$ cat src/rtl/bbq_pkg.sv
// Shared types and constants for the beam billboard quad expander.
// Depends on nothing; every rtl module imports it.
package bbq_pkg;

	localparam int COORD_W   = 32;
	localparam int DIFF_W    = COORD_W + 1;
	localparam int PROD_W    = 2 * DIFF_W;
	localparam int CROSS_W   = PROD_W + 1;
	localparam int MAG_W     = CROSS_W - 2;
	localparam int NORM_BITS = 30;
	localparam int SQ_W      = 2 * NORM_BITS;
	localparam int SUM_W     = SQ_W + 2;
	localparam int ROOT_W    = NORM_BITS + 1;
	localparam int HW_W      = 31;
	localparam int NUM_W     = NORM_BITS + HW_W;
	localparam int QUOT_W    = 32;
	localparam int LEN_W     = 7;
	localparam int UT_W      = 16;
	localparam int VT_W      = 15;
	localparam int TEX_W     = 16;
	localparam int IDX_W     = 3;
	localparam int DATA_W    = 32;

	typedef enum logic [IDX_W-1:0] {
		REG_HALF_WIDTH = 3'd0,
		REG_U_TILE     = 3'd1,
		REG_V_TILE     = 3'd2,
		REG_V_OFFSET   = 3'd3,
		REG_BEAM_COLOR = 3'd4
	} reg_idx_t;

	typedef enum logic [1:0] {
		CORNER_START_LEFT  = 2'd0,
		CORNER_START_RIGHT = 2'd1,
		CORNER_END_LEFT    = 2'd2,
		CORNER_END_RIGHT   = 2'd3
	} corner_t;

	typedef struct packed {
		logic [2:0][COORD_W-1:0] st;
		logic [2:0][COORD_W-1:0] en;
		logic [2:0]              neg;
		logic                    deg;
	} bbq_pts_t;

endpackage

$ cat src/rtl/bbq_emit.sv
// Vertex sequencer: holds one finished beam and sends its four corners,
// one beat per cycle, with saturated positions. Depends on bbq_pkg.
module bbq_emit import bbq_pkg::*; (
	input  logic                   clk,
	input  logic                   arst_n,
	input  logic                   in_valid,
	input  logic [2:0][QUOT_W-1:0] quot,
	input  bbq_pts_t               pts_in,
	input  logic [UT_W-1:0]        u_tile,
	input  logic [VT_W-1:0]        v_tile,
	input  logic [VT_W-1:0]        v_offset,
	output logic                   vertex_valid,
	output logic [COORD_W-1:0]     vertex_x,
	output logic [COORD_W-1:0]     vertex_y,
	output logic [COORD_W-1:0]     vertex_z,
	output logic [TEX_W-1:0]       tex_u,
	output logic [TEX_W-1:0]       tex_v,
	output logic [1:0]             corner,
	output logic                   degenerate,
	output logic                   last
);

	localparam logic [COORD_W+1:0] POS_MAX = (COORD_W+2)'(32'h7FFF_FFFF);
	localparam logic [COORD_W+1:0] POS_MIN = {2'b11, 32'h8000_0000};

	logic active_q;
	corner_t corner_q;
	logic [2:0][QUOT_W-1:0] quot_q;
	bbq_pts_t pts_q;
	logic [2:0][COORD_W-1:0] base;
	logic [COORD_W+1:0] sum [3];
	logic [2:0][COORD_W-1:0] pos;

	logic valid_q, deg_q, last_q;
	logic [2:0][COORD_W-1:0] pos_q;
	logic [TEX_W-1:0] tu_q, tv_q;
	corner_t corner_out_q;

	always_comb begin
		base = corner_q[1] ? pts_q.en : pts_q.st;
		for (int i = 0; i < 3; i++) begin
			if (corner_q[0] ^ pts_q.neg[i]) begin
				sum[i] = {{2{base[i][COORD_W-1]}}, base[i]} + {2'b00, quot_q[i]};
			end else begin
				sum[i] = {{2{base[i][COORD_W-1]}}, base[i]} - {2'b00, quot_q[i]};
			end
			if (!sum[i][COORD_W+1] && (sum[i] > POS_MAX)) begin
				pos[i] = POS_MAX[COORD_W-1:0];
			end else if (sum[i][COORD_W+1] && (sum[i] < POS_MIN)) begin
				pos[i] = POS_MIN[COORD_W-1:0];
			end else begin
				pos[i] = sum[i][COORD_W-1:0];
			end
		end
	end

	always_ff @(posedge clk or negedge arst_n) begin
		if (!arst_n) begin
			active_q <= 1'b0;
			corner_q <= CORNER_START_LEFT;
			valid_q <= 1'b0;
		end else begin
			valid_q <= active_q;
			if (in_valid) begin
				active_q <= 1'b1;
				corner_q <= CORNER_START_LEFT;
			end else if (active_q) begin
				if (corner_q == CORNER_END_RIGHT) begin
					active_q <= 1'b0;
				end
				corner_q <= corner_t'(corner_q + 2'd1);
			end
		end
	end

	// A zero cross product leaves a zero length, so the side offset is forced to zero.
	always_ff @(posedge clk) begin
		if (in_valid) begin
			quot_q <= pts_in.deg ? '0 : quot;
			pts_q <= pts_in;
		end
		pos_q <= pos;
		tu_q <= corner_q[0] ? u_tile : '0;
		tv_q <= corner_q[1] ? TEX_W'(v_offset) : (TEX_W'(v_tile) + TEX_W'(v_offset));
		corner_out_q <= corner_q;
		deg_q <= pts_q.deg;
		last_q <= (corner_q == CORNER_END_RIGHT);
	end

	assign vertex_valid = valid_q;
	assign vertex_x = pos_q[0];
	assign vertex_y = pos_q[1];
	assign vertex_z = pos_q[2];
	assign tex_u = tu_q;
	assign tex_v = tv_q;
	assign corner = corner_out_q;
	assign degenerate = deg_q;
	assign last = last_q;

endmodule

$ cat config.mk
export PLATFORM = sky130hd
export DESIGN_NAME = bbq_emit
export DESIGN_NICKNAME = d
export VERILOG_FILES = /design/src/rtl/bbq_pkg.sv /design/src/rtl/bbq_emit.sv
export SDC_FILE = /design/constraint.sdc
export NUM_CORES = 1
export LEC_CHECK = 0
export BUFFER_PORTS_ARGS = -buffer_cell sky130_fd_sc_hd__buf_4
export CAP_MARGIN = 15
export CORE_MARGIN = 2
export CORE_UTILIZATION = 50
export CTS_BUF_LIST = sky130_fd_sc_hd__clkbuf_8 sky130_fd_sc_hd__clkbuf_16
export DETAILED_ROUTE_END_ITERATION = 10
export GPL_TIMING_DRIVEN = 0
export PLACE_DENSITY = 0.74
export SLEW_MARGIN = 0
export SYNTH_ARGS = -nofsm -noshare
export SYNTH_HDL_FRONTEND = slang
export SYNTH_SLANG_ARGS = --single-unit
export TNS_END_PERCENT = 100
$ cat constraint.sdc
create_clock -name clk -period 13.35 [get_ports clk]
set_clock_uncertainty 0.05 [all_clocks]
set_input_delay 0.6675 -clock clk [delete_from_list [all_inputs] [get_ports clk]]
set_output_delay 0.6675 -clock clk [all_outputs]
set_load 0.005 [all_outputs]
# After elaboration in Yosys (flattened, before gate mapping)
# Index checks and enable logic that the tools add are counted.
[word_totals] ff_bits=428 latchBits=0 ramBits=0 rom_bits=0 input_bits=341 out_inout_bits=133 word_cells=64 n_memories=0
[op_classes] n_addsub=8 mul=0 div=0 magnitude_cmp=6 eq_ne=1 shifts=0 n_mux=13 bitwise=3 reduce_logical=10
[ops] operator="32-bit by 33-bit adder with 34-bit output" n=3
[ops] operator="34-bit by 31-bit greater-than comparator with 1-bit output, second input constant" n=3
[ops] operator="34-bit less-than comparator, second input constant" n=3
[ops] operator="34-bit two-way mux" n=3
[ops] operator="32-bit by 33-bit subtractor with 34-bit output" n=3
[ops] operator="32-bit two-way mux" n=3
[ops] operator="96-bit two-way mux" n=1
[ops] operator="15-bit by 15-bit adder with 16-bit output" n=1
[ops] operator="15-bit two-way mux" n=1
[ops] operator="1-bit logical AND" n=6
[ops] operator="2-bit two-way mux" n=2
[ops] operator="1-bit logical NOT" n=3
[ops] operator="1-bit two-way mux" n=3
[ops] operator="1-bit bitwise XOR" n=3
[ops] operator="2-bit by 1-bit adder with 2-bit output, second input constant" n=1
[ops] operator="2-bit == test, second input constant" n=1
[ops] operator="2-bit nonzero test" n=1

# Longest topological paths before layout
[logic_depth] ltp_word=6 mapped_depth=22 ltp_nobuf=21

# Least setup slack after synthesis
# OpenSTA, ideal clock, no wires.
[synth_timing] path_kind="flip-flop to flip-flop" startpoint="reg quot_q[4] (netlist name)" endpoint="reg pos_q (netlist bit vertex_x[8])" setup_ns=0.133 arrival_time_ns=4.885 t_required_ns=13.167 path_slack_ns=8.281 stages_incl_launch_ff=18 path_buffers=1 synth_period_minus_slack_ns=5.069 path_cell_list="edfxtp_1 nor4_1 nand3_1 nand2b_1 or4_1 o41ai_1 xnor2_1 ha_1 inv_2 nor3_1 nand3_1 or4_1 o32ai_1 nor4_1 or3_1 a311oi_1 buf_2 o31ai_1"
[synth_via] elab_chain_cells=5 elab_cells_between_ends=9 cone_classes="add/sub: 2; order compare: 2; mux: 2; reduce/logical: 3"
[synth_lines] element="start: declaration" line="bbq_emit.sv:28" source="logic [2:0][QUOT_W-1:0] quot_q;"
[synth_lines] element="start signal: assignment" line="bbq_emit.sv:79" source="quot_q <= pts_in.deg ? '0 : quot;"
[synth_lines] element="32-bit by 33-bit subtractor with 34-bit output or 32-bit by 33-bit adder with 34-bit output (tied branches)" line="bbq_emit.sv:45, bbq_emit.sv:43"
[synth_lines] element="34-bit two-way mux *" line="bbq_emit.sv:42" source="if (corner_q[0] ^ pts_q.neg[i]) begin"
[synth_lines] element="34-bit less-than comparator" line="bbq_emit.sv:49" source="end else if (sum[i][COORD_W+1] && (sum[i] < POS_MIN)) begin"
[synth_lines] element="1-bit logical AND" line="bbq_emit.sv:49"
[synth_lines] element="32-bit two-way mux" line="bbq_emit.sv:49"
[synth_lines] element="end signal: assignment" line="bbq_emit.sv:82" source="pos_q <= pos;"
[synth_lines] element="end: declaration" line="bbq_emit.sv:35" source="logic [2:0][COORD_W-1:0] pos_q;"
# Mark *: on every way between the ends. The rest lies on a longest branch, timed or not.
# A chain may end at the register's enable or synchronous reset.

# Final worst setup path
[layout_timing] startpoint="reg corner_q[1]" endpoint="reg pos_q (netlist bit vertex_x[8])"
[layout_via] elab_chain_cells=6 elab_cells_between_ends=10 cone_classes="add/sub: 2; order compare: 2; mux: 3; reduce/logical: 3"
[layout_lines] element="start: declaration" line="bbq_emit.sv:27" source="corner_t corner_q;"
[layout_lines] element="start signal: assignment" line="bbq_emit.sv:71" source="corner_q <= corner_t'(corner_q + 2'd1);"
[layout_lines] element="96-bit two-way mux *" line="bbq_emit.sv:40" source="base = corner_q[1] ? pts_q.en : pts_q.st;"
[layout_lines] element="32-bit by 33-bit subtractor with 34-bit output or 32-bit by 33-bit adder with 34-bit output (tied branches)" line="bbq_emit.sv:45, bbq_emit.sv:43"
[layout_lines] element="34-bit two-way mux *" line="bbq_emit.sv:42"
[layout_lines] element="34-bit less-than comparator" line="bbq_emit.sv:49"
[layout_lines] element="1-bit logical AND" line="bbq_emit.sv:49"
[layout_lines] element="32-bit two-way mux" line="bbq_emit.sv:49"
# Marked as above.

==> impl_metrics.py <==
metrics = {
    "status": {
        "status": "complete, no violations",
    },
    "critical_path": {
        "arrival_ns": 7.36,
        "crit_path_start_kind": "flip-flop",
        "endpoint": "vertex_x[8]",
        "cp-startpoint": "corner_q[1]",
        "r2r-end": "vertex_x[8]",
        "crit_fanout": 10,
        "end_kind": "flip-flop",
        "cp.required_ns": 13.72,
        "r2r_start": "corner_q[1]",
        "path_class": "reg -> reg",
        "reg2reg_depth": 16,
        "rrSetupSlack_ns": 6.35,
    },
    "cts": {
        "post_cts_buffers": 0,
        "ctsResizeCount": 0,
        "cts_buffers": 45,
        "cts_tree": "built",
        "cts-root-buf": "clkbuf_16",
        "clock_sinks": 428,
        "clkTransAtPathRegs_ns": 0.06,
        "clk_path_buf_depth": 3,
        "clkLatencyLatePin_ns": 0.59,
        "cts_hold_buf": 1,
        "htree_levels": 2,
    },
    "grt": {
        "grt_pass1_vias": 17200,
        "gr-total-overflow": 0,
        "grt_pass1_wl_mm": 94.4,
        "grt_use_total_pct": 26.2,
        "grt_max_degree": 130,
        "antenna_found_initial": 3,
    },
    "timing": {
        "rsz0062_at_grt": "no",
        "tns_ns": 0,
        "slew_violations": 0,
        "tightest_slew_ns": 1.04,
        "fmax_mhz": 143,
        "holdWs_ns": 0.205,
        "slew_headroom_pct": 30.3,
        "worst_slack_ns": 6.35,
        "finalHoldViolCount": 0,
        "finalCriticalPeriod_ns": 7.00,
        "post-route-period-util_pct": 52.4,
        "setup_viol": 0,
    },
    "hold_path": {
        "whs_path_depth": 1,
        "hold_path_class": "in -> reg",
    },
    "route": {
        "drc_errors": 0,
        "wire_per_inst_um": 19.8,
        "drtPass1Iterations": 5,
        "ant_nets": 0,
        "dr_total_vias": 17300,
        "viasPerCell": 5.51,
        "wl_mm": 61.9,
        "drt-initial-drc-count": 1348,
    },
    "floorplan": {
        "ios": 474,
        "start_util_pct": 50.5,
        "rows": 77,
        "dieArea_sq_um": 46300,
        "die_x_um": 215,
        "design.core.area_sq_um": 44100,
        "die_y_um": 215,
    },
    "job": {
        "maxCapViolations": 0,
    },
    "logic_synthesis": {
        "synth-seq-cells": 428,
        "synth_edf_count": 292,
        "synth_ff_type": "edfxtp_1",
        "synth_cell_types": 79,
        "seq_area_frac_synth_pct": 51.6,
        "synth_nets": 2443,
        "avgSynthCellArea_sq_um": 11.3,
        "syn_area_sq_um": 22300,
        "synth_top_cell_by_area": "edfxtp_1",
        "async_flop_share_pct": 0.935,
        "synth_top_area_share_pct": 39.3,
        "yosys-top-cells-area": "edfxtp_1, dfxtp_1, ha_1",
        "ys_warn_count": 0,
        "synth_cells": 1980,
    },
    "placement": {
        "dp_worst_setup_slack_ns": 6.29,
        "dpl.hpwl_mm": 48.3,
        "globalplace.congestion": 0.927,
        "io_buffers": 473,
    },
    "power": {
        "power_w": 0.00591,
        "vdd_drop_max_mv": 0.127,
        "leakage_nw": 11.5,
        "powerDensity_nw_per_um2": 209,
    },
    "layout": {
        "fin_util_pct": 63.9,
        "layout-drive-gt1-share_pct": 26.5,
        "area_growth_pct": 26.5,
        "fin_nets": 2966,
    },
}
critical path, stage by stage (launching register included):
cell	delay (ns)
dfrtp_1	0.36
clkbuf_1	0.69
buf_1	0.64
clkbuf_1	0.80
mux2i_1	0.43
inv_1	0.09
ha_1	0.30
a21oi_1	0.21
nand4b_1	0.17
a31oi_1	0.12
o22ai_1	0.58
o32ai_1	0.33
nor4_1	0.51
nor3_1	0.09
o32ai_1	0.73
clkbuf_1	0.54
o31ai_1	0.18
cell usage after synthesis (21+ instances only):
cell type	count
edfxtp_1	292
dfxtp_1	132
a21oi_1	120
ha_1	118
xnor2_1	118
nor2b_1	112
o21ai_1	102
nand2_1	99
mux2_2	95
nor2_1	86
xor2_1	77
a21o_1	67
inv_1	55
o21ai_0	55
clkbuf_1	52
nor3_1	36
nand3_1	31
o31ai_1	30
and2_1	25
o21a_1	21
sequential cells by signal, indices dropped and copies added (netlist names):
signal        flops
pts_q           196
quot_q           96
vertex_x         32
vertex_y         32
vertex_z         32
tex_u            16
tex_v            16
corner            2
corner_q          2
active_q          1
degenerate        1
last              1
vertex_valid      1
worst min path at each step:
stage | startpoint | slack, ns | endpoint
detailed placement | pts_q[0] | 0.29 | degenerate
floorplan | pts_q[0] | 0.27 | degenerate
global placement | pts_q[0] | 0.28 | degenerate
CTS | pts_in[51] | 0.17 | pts_q[51]
global route | pts_in[51] | 0.17 | pts_q[51]
finish | pts_in[162] | 0.21 | pts_q[162]
layer usage:
layer	vias to the layer above	part of all wire [%]	GRT usage (%)
li1	8351	-	-
met1	8210	42	33.7
met2	620	48	44.6
met3	95	6.5	4.98
met4	0	3.1	8.71
met5	-	0	0
logic make-up after synthesis:
family / after synthesis / share of synthesized area, %
and+or+nand+nor: 483 / 11.4
adders and majority gates: 122 / 6.98
AOI/OAI and AO/OA: 521 / 14.9
muxes: 101 / 5.07
DFF: 428 / 51.6
xor gates and xnor gates: 196 / 7.73
buffers and inverters: 129 / 2.33
layout make-up:
cell class              count  area [sq um]
fillers                  3529         15900
flip-flops and latches    428         11500
multi-input cells        1423         10300
repair buffers            476          3620
clock buffers              51          1230
well taps                 592           741
clock inverters            33           315
plain buffers              69           294
inverters                  60           225
diodes                      2          5.00
stage by stage:
step                      instance area [sq um]  std cells
after floorplan                           22300       1980
after global placement                    26600       3045
final                                     28200       3134
after global routing                      28200       3134
after detailed placement                  26700       3047
after CTS                                 28200       3132
cell usage in the layout (no fill, tap or decap), drive strengths merged, types with 37 or more instances in the layout:
cell type / synthesis / layout
dfxtp: 132 / 132
nand2: 99 / 99
mux2: 95 / 95
a21o: 67 / 67
nor3: 37 / 37
nor2: 86 / 86
inv: 59 / 70
a21oi: 121 / 121
o21ai: 157 / 157
xnor2: 118 / 118
nor2b: 112 / 112
edfxtp: 292 / 292
ha: 118 / 118
buf: 17 / 492
xor2: 78 / 78
clkbuf: 52 / 103
where the power goes:
part	switching [W]	internal, W
sequential	0.0000935	0.00171
clock	0.000523	0.000776
combinational	0.00157	0.00123
total	0.00219	0.00372
Power figures use the tool's default switching activity.
